**config.mk**
```make
export PLATFORM = sky130hd
export DESIGN_NAME = circular_ordered_list_engine_core
export DESIGN_NICKNAME = d
export VERILOG_FILES = /design/src/rtl/cole_pkg.sv /design/src/rtl/cole_node_mem.sv /design/src/rtl/cole_slot_map.sv /design/src/rtl/circular_ordered_list_engine_core.sv
export SDC_FILE = /design/constraint.sdc
export NUM_CORES = 2
export LEC_CHECK = 0
export BUFFER_PORTS_ARGS = -buffer_cell sky130_fd_sc_hd__buf_2
export CAP_MARGIN = 20
export CELL_PAD_IN_SITES_DETAIL_PLACEMENT = 1
export CELL_PAD_IN_SITES_GLOBAL_PLACEMENT = 1
export CORE_MARGIN = 3
export CORE_UTILIZATION = 40
export DETAILED_ROUTE_END_ITERATION = 6
export HOLD_SLACK_MARGIN = 0.1
export PLACE_DENSITY = 0.65
export SLEW_MARGIN = 20
export SYNTH_ARGS = -nofsm -noshare
export SYNTH_HDL_FRONTEND = slang
export SYNTH_SLANG_ARGS = --single-unit
```
**constraint.sdc**
```tcl
create_clock -name clk -period 5.4 [get_ports clk]
set_input_delay 0 -clock clk [delete_from_list [all_inputs] [get_ports clk]]
set_output_delay 0 -clock clk [all_outputs]
set_load 0.005 [all_outputs]
```
**src/rtl/cole_pkg.sv**
```systemverilog
// shared constants, codes and control bundles for the circular ordered list engine
// no dependencies; used by every file of the block
package cole_pkg;

  // default node memory depth
  localparam int DEF_CAPACITY = 32;

  // field widths fixed by the interface
  localparam int CMD_W    = 2;
  localparam int VALUE_W  = 32;
  localparam int POS_W    = 6;
  localparam int STATUS_W = 2;
  localparam int COUNT_W  = 6;

  // command codes
  localparam logic [CMD_W-1:0] CMD_APPEND = 2'd0;
  localparam logic [CMD_W-1:0] CMD_INSERT = 2'd1;
  localparam logic [CMD_W-1:0] CMD_REMOVE = 2'd2;
  localparam logic [CMD_W-1:0] CMD_DUMP   = 2'd3;

  // status codes
  localparam logic [STATUS_W-1:0] ST_OK        = 2'd0;
  localparam logic [STATUS_W-1:0] ST_NOT_FOUND = 2'd1;
  localparam logic [STATUS_W-1:0] ST_FULL      = 2'd2;
  localparam logic [STATUS_W-1:0] ST_EMPTY     = 2'd3;

  // node memory strobes
  typedef struct packed {
    logic rd_en;
    logic wr_val_en;
    logic wr_link_en;
  } mem_ctl_t;

  // slot occupancy strobes
  typedef struct packed {
    logic set_en;
    logic clr_en;
  } slot_ctl_t;

endpackage

```
**src/rtl/cole_node_mem.sv**
```systemverilog
// node memory: value and link of every slot, one write address and one read address
// depends on cole_pkg for mem_ctl_t
module cole_node_mem #(
  parameter int SLOTS = cole_pkg::DEF_CAPACITY,
  parameter int SW    = $clog2(SLOTS)
) (
  input  logic                          clk,
  input  cole_pkg::mem_ctl_t            ctl,
  input  logic [SW-1:0]                 rd_addr,
  input  logic [SW-1:0]                 wr_addr,
  input  logic [cole_pkg::VALUE_W-1:0]  wr_val,
  input  logic [SW-1:0]                 wr_link,
  output logic [cole_pkg::VALUE_W-1:0]  rd_val,
  output logic [SW-1:0]                 rd_link
);

  logic [cole_pkg::VALUE_W-1:0] val_mem  [SLOTS];
  logic [SW-1:0]                link_mem [SLOTS];

  always_ff @(posedge clk) begin
    if (ctl.wr_val_en) begin
      val_mem[wr_addr] <= wr_val;
    end
    if (ctl.wr_link_en) begin
      link_mem[wr_addr] <= wr_link;
    end
  end

  // registered read, data in the cycle after the address
  always_ff @(posedge clk) begin
    if (ctl.rd_en) begin
      rd_val  <= val_mem[rd_addr];
      rd_link <= link_mem[rd_addr];
    end
  end

endmodule

```
**src/rtl/cole_slot_map.sv**
```systemverilog
// slot occupancy flags, cleared by reset, with one free/used probe
// depends on cole_pkg for slot_ctl_t
module cole_slot_map #(
  parameter int SLOTS = cole_pkg::DEF_CAPACITY,
  parameter int SW    = $clog2(SLOTS)
) (
  input  logic               clk,
  input  logic               rst,
  input  cole_pkg::slot_ctl_t ctl,
  input  logic [SW-1:0]      set_idx,
  input  logic [SW-1:0]      clr_idx,
  input  logic [SW-1:0]      query_idx,
  output logic               query_free
);

  logic [SLOTS-1:0] in_use;

  always_ff @(posedge clk) begin
    if (rst) begin
      in_use <= '0;
    end else begin
      if (ctl.set_en) begin
        in_use[set_idx] <= 1'b1;
      end
      if (ctl.clr_en) begin
        in_use[clr_idx] <= 1'b0;
      end
    end
  end

  assign query_free = !in_use[query_idx];

endmodule

```
**src/rtl/circular_ordered_list_engine_core.sv**
```systemverilog
// top level of the circular ordered list engine: command sequencer and pointers
// depends on cole_pkg, cole_node_mem and cole_slot_map
//
// a bounded ordered list of signed 32-bit values held as a ring of linked slots.
// a command beat is taken when start is high and busy is low; busy then stays
// high until the command is finished. each result beat is shown for exactly one
// cycle with result_strobe high and cannot be held off, so the receiver must
// take it in that cycle. append, insert and remove give one result beat; a dump
// gives one beat per element in list order, on back-to-back cycles, with
// last_of_run on the final one (an empty list dumps a single status-empty beat).
// busy time grows with the lowest free slot index for append and insert, with the
// insert position for a mid-list insert, with the index of the match for a remove
// hit and with the element count for a miss or a dump. it comes from the node
// memory: one read per cycle while the ring is walked, with registered read
// data, and one probe per cycle while the lowest free slot is found. full and
// empty cases hold busy for a single cycle. the result beat lands in the cycle
// after the last busy cycle. the longest case at the default depth of 32 is a
// mid-list insert at position 31 with slot 31 the only free one.
module circular_ordered_list_engine_core #(
  parameter int LIST_CAPACITY = cole_pkg::DEF_CAPACITY
) (
  input  logic                                clk,
  input  logic                                rst,
  input  logic                                start,
  output logic                                busy,
  input  logic [cole_pkg::CMD_W-1:0]          command,
  input  logic signed [cole_pkg::VALUE_W-1:0] element_value,
  input  logic [cole_pkg::POS_W-1:0]          position,
  output logic                                result_strobe,
  output logic [cole_pkg::STATUS_W-1:0]       status,
  output logic signed [cole_pkg::VALUE_W-1:0] entry_value,
  output logic [cole_pkg::COUNT_W-1:0]        entry_count,
  output logic                                last_of_run
);

  // slot index, element count and step counter widths
  localparam int SW = (LIST_CAPACITY > 1) ? $clog2(LIST_CAPACITY) : 1;
  localparam int CW = $clog2(LIST_CAPACITY + 1);
  localparam int XW = (CW > cole_pkg::POS_W) ? CW : cole_pkg::POS_W;
  localparam logic [CW-1:0] FULL_COUNT = CW'(LIST_CAPACITY);

  // sequencer states, one-hot
  typedef enum logic [8:0] {
    S_IDLE      = 9'b000000001,
    S_DECIDE    = 9'b000000010,
    S_SCAN      = 9'b000000100,
    S_PLACE     = 9'b000001000,
    S_WALK_INS  = 9'b000010000,
    S_LINK_PREV = 9'b000100000,
    S_WALK_RM   = 9'b001000000,
    S_DUMP      = 9'b010000000,
    S_SPARE     = 9'b100000000
  } state_t;

  state_t state, state_next;

  // list pointers and count
  logic [SW-1:0] first_slot, first_slot_next;
  logic [SW-1:0] last_slot, last_slot_next;
  logic [CW-1:0] held_count, held_count_next;

  // latched command beat
  logic [cole_pkg::CMD_W-1:0]   cmd, cmd_next;
  logic [cole_pkg::VALUE_W-1:0] arg_value, arg_value_next;
  logic [cole_pkg::POS_W-1:0]   arg_pos, arg_pos_next;

  // walk registers
  logic [SW-1:0] prev, prev_next;
  logic [SW-1:0] cur, cur_next;
  logic [SW-1:0] nslot, nslot_next;
  logic [XW-1:0] step, step_next;

  // result registers
  logic                          strobe_next;
  logic [cole_pkg::STATUS_W-1:0] status_next;
  logic [cole_pkg::VALUE_W-1:0]  value_next;
  logic [cole_pkg::COUNT_W-1:0]  count_next;
  logic                          last_next;

  // memory and slot map hookup
  cole_pkg::mem_ctl_t           mem_ctl;
  logic [SW-1:0]                mem_rd_addr;
  logic [SW-1:0]                mem_wr_addr;
  logic [cole_pkg::VALUE_W-1:0] mem_wr_val;
  logic [SW-1:0]                mem_wr_link;
  logic [cole_pkg::VALUE_W-1:0] mem_rd_val;
  logic [SW-1:0]                mem_rd_link;
  cole_pkg::slot_ctl_t          slot_ctl;
  logic                         slot_free;

  // shared compare terms
  logic [XW-1:0] pos_x;
  logic [XW-1:0] count_x;
  logic [XW-1:0] step_inc;
  logic [CW-1:0] count_inc;
  logic [CW-1:0] count_dec;
  logic          at_last_step;
  logic          to_head;
  logic          to_mid;

  // result load helpers
  logic                          emit;
  logic [cole_pkg::STATUS_W-1:0] e_status;
  logic [cole_pkg::VALUE_W-1:0]  e_value;
  logic [CW-1:0]                 e_count;
  logic                          e_last;
  logic [XW-1:0]                 e_count_x;

  cole_node_mem #(
    .SLOTS (LIST_CAPACITY),
    .SW    (SW)
  ) u_mem (
    .clk     (clk),
    .ctl     (mem_ctl),
    .rd_addr (mem_rd_addr),
    .wr_addr (mem_wr_addr),
    .wr_val  (mem_wr_val),
    .wr_link (mem_wr_link),
    .rd_val  (mem_rd_val),
    .rd_link (mem_rd_link)
  );

  cole_slot_map #(
    .SLOTS (LIST_CAPACITY),
    .SW    (SW)
  ) u_slots (
    .clk        (clk),
    .rst        (rst),
    .ctl        (slot_ctl),
    .set_idx    (nslot),
    .clr_idx    (cur),
    .query_idx  (nslot),
    .query_free (slot_free)
  );

  assign busy = (state != S_IDLE);

  assign pos_x        = XW'(arg_pos);
  assign count_x      = XW'(held_count);
  assign step_inc     = step + XW'(1);
  assign count_inc    = held_count + CW'(1);
  assign count_dec    = held_count - CW'(1);
  assign at_last_step = (step_inc == count_x);
  // insert at the head when the position is at most one or the list is empty
  assign to_head = (cmd == cole_pkg::CMD_INSERT) &&
                   ((arg_pos <= cole_pkg::POS_W'(1)) || (held_count == '0));
  // mid-list insert when the position lies within the list, otherwise append
  assign to_mid  = (cmd == cole_pkg::CMD_INSERT) && !to_head && (pos_x <= count_x);

  always_comb begin
    state_next      = state;
    first_slot_next = first_slot;
    last_slot_next  = last_slot;
    held_count_next = held_count;
    cmd_next        = cmd;
    arg_value_next  = arg_value;
    arg_pos_next    = arg_pos;
    prev_next       = prev;
    cur_next        = cur;
    nslot_next      = nslot;
    step_next       = step;

    mem_ctl     = '0;
    mem_rd_addr = cur;
    mem_wr_addr = nslot;
    mem_wr_val  = arg_value;
    mem_wr_link = first_slot;
    slot_ctl    = '0;

    emit     = 1'b0;
    e_status = cole_pkg::ST_OK;
    e_value  = '0;
    e_count  = held_count;
    e_last   = 1'b1;

    case (state)
      S_IDLE: begin
        if (start) begin
          cmd_next       = command;
          arg_value_next = element_value;
          arg_pos_next   = position;
          state_next     = S_DECIDE;
        end
      end

      S_DECIDE: begin
        case (cmd)
          cole_pkg::CMD_APPEND, cole_pkg::CMD_INSERT: begin
            if (held_count == FULL_COUNT) begin
              emit       = 1'b1;
              e_status   = cole_pkg::ST_FULL;
              state_next = S_IDLE;
            end else begin
              nslot_next = '0;
              state_next = S_SCAN;
            end
          end
          cole_pkg::CMD_REMOVE, cole_pkg::CMD_DUMP: begin
            if (held_count == '0) begin
              emit       = 1'b1;
              e_status   = cole_pkg::ST_EMPTY;
              state_next = S_IDLE;
            end else begin
              // fetch the head; the walk starts with the tail as predecessor
              mem_ctl.rd_en = 1'b1;
              mem_rd_addr   = first_slot;
              cur_next      = first_slot;
              prev_next     = last_slot;
              step_next     = '0;
              state_next    = (cmd == cole_pkg::CMD_DUMP) ? S_DUMP : S_WALK_RM;
            end
          end
          default: begin
            state_next = S_IDLE;
          end
        endcase
      end

      // one slot probed per cycle, lowest index first
      S_SCAN: begin
        if (slot_free) begin
          state_next = S_PLACE;
        end else begin
          nslot_next = nslot + SW'(1);
        end
      end

      S_PLACE: begin
        slot_ctl.set_en = 1'b1;
        if (to_mid) begin
          // walk from the head to the slot before the position
          mem_ctl.rd_en = 1'b1;
          mem_rd_addr   = first_slot;
          prev_next     = first_slot;
          step_next     = XW'(2);
          state_next    = S_WALK_INS;
        end else begin
          // head and tail placement write the same links, only the pointers differ
          mem_ctl.wr_val_en  = 1'b1;
          mem_ctl.wr_link_en = 1'b1;
          mem_wr_addr        = nslot;
          mem_wr_link        = (held_count == '0) ? nslot : first_slot;
          prev_next          = last_slot;
          if (to_head) begin
            first_slot_next = nslot;
            if (held_count == '0) begin
              last_slot_next = nslot;
            end
          end else begin
            last_slot_next = nslot;
            if (held_count == '0) begin
              first_slot_next = nslot;
            end
          end
          if (held_count == '0) begin
            held_count_next = count_inc;
            emit            = 1'b1;
            e_count         = count_inc;
            state_next      = S_IDLE;
          end else begin
            state_next = S_LINK_PREV;
          end
        end
      end

      S_WALK_INS: begin
        if (step < pos_x) begin
          mem_ctl.rd_en = 1'b1;
          mem_rd_addr   = mem_rd_link;
          prev_next     = mem_rd_link;
          step_next     = step_inc;
        end else begin
          // new node takes over the successor of prev
          mem_ctl.wr_val_en  = 1'b1;
          mem_ctl.wr_link_en = 1'b1;
          mem_wr_addr        = nslot;
          mem_wr_link        = mem_rd_link;
          state_next         = S_LINK_PREV;
        end
      end

      // close the chain: prev now points at the new node
      S_LINK_PREV: begin
        mem_ctl.wr_link_en = 1'b1;
        mem_wr_addr        = prev;
        mem_wr_link        = nslot;
        held_count_next    = count_inc;
        emit               = 1'b1;
        e_count            = count_inc;
        state_next         = S_IDLE;
      end

      S_WALK_RM: begin
        if (mem_rd_val == arg_value) begin
          slot_ctl.clr_en = 1'b1;
          held_count_next = count_dec;
          emit            = 1'b1;
          e_count         = count_dec;
          state_next      = S_IDLE;
          if (held_count == CW'(1)) begin
            // sole element gone, pointers back to reset
            first_slot_next = '0;
            last_slot_next  = '0;
          end else begin
            mem_ctl.wr_link_en = 1'b1;
            mem_wr_addr        = prev;
            mem_wr_link        = mem_rd_link;
            if (cur == first_slot) begin
              first_slot_next = mem_rd_link;
            end
            if (cur == last_slot) begin
              last_slot_next = prev;
            end
          end
        end else if (at_last_step) begin
          emit       = 1'b1;
          e_status   = cole_pkg::ST_NOT_FOUND;
          state_next = S_IDLE;
        end else begin
          mem_ctl.rd_en = 1'b1;
          mem_rd_addr   = mem_rd_link;
          prev_next     = cur;
          cur_next      = mem_rd_link;
          step_next     = step_inc;
        end
      end

      // one element per cycle, next read issued alongside
      S_DUMP: begin
        emit    = 1'b1;
        e_value = mem_rd_val;
        e_last  = at_last_step;
        if (at_last_step) begin
          state_next = S_IDLE;
        end else begin
          mem_ctl.rd_en = 1'b1;
          mem_rd_addr   = mem_rd_link;
          cur_next      = mem_rd_link;
          step_next     = step_inc;
        end
      end

      default: begin
        state_next = S_IDLE;
      end
    endcase
  end

  // count masked to the width of the result field
  assign e_count_x   = XW'(e_count);
  assign strobe_next = emit;
  assign status_next = e_status;
  assign value_next  = emit ? e_value : '0;
  assign count_next  = e_count_x[cole_pkg::COUNT_W-1:0];
  assign last_next   = e_last;

  always_ff @(posedge clk) begin
    if (rst) begin
      state         <= S_IDLE;
      first_slot    <= '0;
      last_slot     <= '0;
      held_count    <= '0;
      result_strobe <= 1'b0;
    end else begin
      state         <= state_next;
      first_slot    <= first_slot_next;
      last_slot     <= last_slot_next;
      held_count    <= held_count_next;
      result_strobe <= strobe_next;
    end
  end

  always_ff @(posedge clk) begin
    cmd       <= cmd_next;
    arg_value <= arg_value_next;
    arg_pos   <= arg_pos_next;
    prev      <= prev_next;
    cur       <= cur_next;
    nslot     <= nslot_next;
    step      <= step_next;
    if (emit) begin
      status      <= status_next;
      entry_value <= value_next;
      entry_count <= count_next;
      last_of_run <= last_next;
    end
  end

  // count never passes the node memory depth
  a_count_bound: assert property (@(posedge clk) disable iff (rst)
    held_count <= FULL_COUNT)
    else $error("element count beyond capacity");

  // a run of result beats is unbroken until its last beat
  a_run_contiguous: assert property (@(posedge clk) disable iff (rst)
    result_strobe && !last_of_run |=> result_strobe)
    else $error("gap inside a dump run");

  // an accepted command beat holds busy on the next cycle
  a_busy_after_start: assert property (@(posedge clk) disable iff (rst)
    start && !busy |=> busy)
    else $error("busy not raised after command beat");

  // no result beat while a command is still being taken
  a_no_result_idle_start: assert property (@(posedge clk) disable iff (rst)
    $rose(busy) |-> !result_strobe)
    else $error("result beat with no command in flight");

endmodule

```
==> run_results.csv <==
group,metric,value,unit
flow_run,maxCapViolations,0,
synthesis,ys.flop_type,"edfxtp_1",
floorplanning,die_w,378.0,µm
worst_setup_path,required,6030,ps
clock_tree,cts_made_buffers,144,
timing,tightest_slew,1115,ps
place,hpwl,104100,µm
power_and_ir_drop,power,21.96,mW
global_route,grt_usage,24.22,%
global_route,grt_max_degree,84,
detailed_routing,routed_wl,173800,µm
worst_setup_path,cp-start-kind,"register",
synthesis,netlist_instances,3875,
floorplanning,die-height,378.0,µm
worst_setup_path,cpMostUsedCell,"buf_4",
detailed_routing,num_vias,35580,
floorplanning,rows,135,
timing,rsz0062_at_grt,"false",
detailed_routing,avgViaCountPerCell,5.883,
global_route,grt_pass1_wl,253000,µm
clock_tree,worst_skew_pair.late_latency,790,ps
synthesis,yosysWarnings,0,
finish,final_net_count,4219,
timing,finClkSkew,37.83,ps
worst_setup_path,slowest_delay,660,ps
place,placedCellCount,5708,
synthesis,synth_fp_nets,3937,
finish,final_cell_mix,"1323 x edfxtp_1, 747 x nand2_1, 289 x nand3_1, 163 x buf_4, 162 x a31oi_1",
worst_setup_path,slowest_stage,"or3_1",
finish,instances_no_fill,6048,
synthesis,syn-cell-area,55360,µm²
power_and_ir_drop,peakVddDrop,0.2362,mV
clock_tree,clock_path_buffers,3,
status,status,"finished clean",
power_and_ir_drop,p_per_area,339.2,nW/µm²
worst_setup_path,end_kind,"register",
place,place_congestion,0.8987,
worst_setup_path,worstPathArrival,5920,ps
synthesis,synthDistinctLibCells,80,
timing,maxSlewViolCount,0,
floorplanning,initial_core_util,40.56,%
global_route,first_global_vias,36000,
detailed_routing,initialDrtViolationCount,4021,
worst_setup_path,crit_path_max_fanout,33,
detailed_routing,dr.pass1.iters,6,
clock_tree,tritoncts,"yes",
synthesis,synth_edf_count,1323,
place,portBuffers,85,
timing,fin_crit_sh,98.08,%
synthesis,synth-seq-cells,1381,
worst_setup_path,critical_path.cell_chain,"buf_4, xor2_1, nor4_1, nand4_1, or3_1, buf_4, a31o_2, o311ai_2, buf_4, nand2b_2, buf_12, nor2_1, a31oi_1, o221ai_1, nand4_1",
floorplanning,core,136500,µm²
finish,areaGrowthSynthToFinish,16.97,%
finish,antennaDiodeCount,0,
synthesis,synth-seq-area-share,73.86,%
timing,finalSetupViolCount,0,
detailed_routing,ant_nets,0,
worst_setup_path,critPathKind,"reg2reg",
synthesis,postSynth.asyncResetShare,0,%
floorplanning,dieArea,142900,µm²
synthesis,avgSynthCellArea,14.29,µm²
timing,period_needed,5296,ps
clock_tree,clock-sinks,1381,
power_and_ir_drop,p_leak,22.02,nW
clock_tree,path_clk_slew,60,ps
timing,slew_headroom,25.64,%
global_route,antenna_found_initial,3,
detailed_routing,wl_per_cell,28.73,µm
timing,fin_tns_setup,0,ps
clock_tree,root_buffer,"clkbuf_16",
finish,fillCellCount,13480,
global_route,overflow,0,
clock_tree,htree_levels,4,
worst_hold_path,hp-class,"in2reg",
floorplanning,top_level_ports,86,
finish,final_common_cell,"edfxtp_1",
finish,drive_gt1_share,14.04,%
detailed_routing,drcViolationCount,0,
timing,finalHoldViolCount,0,
timing,fmax,188.8,MHz
[routing by layer]
metal	wire [µm]	share of wire, %	track usage [%]
met3	12420	7.1	3.895
met2	82060	47	38.88
met4	5208	3.0	7.786
met1	74090	43	33.84
met5	0	0	0
[worst paths after layout]
check             cells past startpoint                from                 end  slack [ps]
setup / recovery                     15       arg_value[29]    u_mem.rd_val[24]         100
hold / removal                        5               start            state[0]         310
setup reg to reg                     15       arg_value[29]    u_mem.rd_val[24]         100
hold reg to reg                       2  u_slots.in_use[22]  u_slots.in_use[22]         520
[registers in the layout (all words and copies together), names as in the netlist, 6 cells and up]
name            count
u_mem.val_mem    1024
u_mem.link_mem    160
arg_value          32
entry_value        32
u_mem.rd_val       32
u_slots.in_use     32
state               9
arg_pos             6
count_x             6
entry_count         6
step                6
[synth_stat cells, drive strengths merged (37+ instances only)]
master | number | area, µm²
a31oi | 162 | 1013
buf | 102 | 540.5
mux2i | 157 | 1572
a21oi | 82 | 414.2
and3 | 46 | 287.8
clkbuf | 131 | 491.7
o221ai | 72 | 630.6
dfxtp | 58 | 1161
edfxtp | 1323 | 39730
nor2 | 193 | 731.9
nand2 | 749 | 2811
o22ai | 41 | 256.5
xor2 | 45 | 394.1
nand4 | 49 | 306.5
nand3 | 290 | 1456
mux4 | 50 | 1126
and2 | 37 | 231.5
[stage by stage]
stage,cell area (µm²),hold WS [ps],worst slack (ps),util (%)
floorplan,55360,98.87,896.7,-
global placement,59250,176.9,348.7,43.41
detailed placement,59290,178.7,233.1,43.44
CTS,64730,246.8,221.0,47.43
global route,64750,295.8,6.794,47.44
finish,64750,314.4,103.8,47.44
[critical path: cells and delay by family (launching register included)]
kind	cells	cell delay, ps
compound gates	4	900
flops	1	360
buf+inv	4	1150
simple gates	6	2440
xor+xnor	1	230
[area by class of cell]
| class | count | area, µm² | area share (%) |
|---|---|---|---|
| Sequential cell | 1381 | 40890 | 63.15 |
| Timing Repair Buffer | 369 | 3238 | 5.001 |
| Clock buffer | 192 | 3974 | 6.137 |
| Clock inverter | 64 | 638.1 | 0.9855 |
| Multi-Input combinational cell | 2232 | 13670 | 21.11 |
| Inverter | 29 | 112.6 | 0.1739 |
| Tap cell | 1781 | 2228 | 3.441 |
[cell families (layout without fill, tap and decap cells)]
group,Yosys count,in the layout,synth area share [%]
multiplexers,208,208,4.893
adder cells (fa/ha/maj),19,19,0.4294
AND/OR/NAND/NOR,1457,1457,11.72
XOR/XNOR,62,62,1.006
buffers and inverters,262,654,2.061
flip-flops,1381,1381,73.86
other,1,1,0.006774
AO/OA/AOI/OAI,485,485,6.023
[power by group]
| group | switching, mW | leakage, nW | internal (mW) | total, mW |
|---|---|---|---|---|
| clock | 4.20 | 2.25 | 5.67 | 9.86 |
| sequential | 0.0213 | 12.3 | 11.7 | 11.7 |
| combinational | 0.261 | 7.45 | 0.133 | 0.394 |
[what timing repair did]
| action | in CTS | in global routing |
|---|---|---|
| hold endpoints to repair | 121 | 0 |
| endpoints found under the setup margin | 0 | 32 |
| resized for setup | 0 | 1 |
| hold buffers | 83 | 0 |
| setup buffers | 0 | 0 |
No activity file was read; power rests on OpenSTA's default activity.
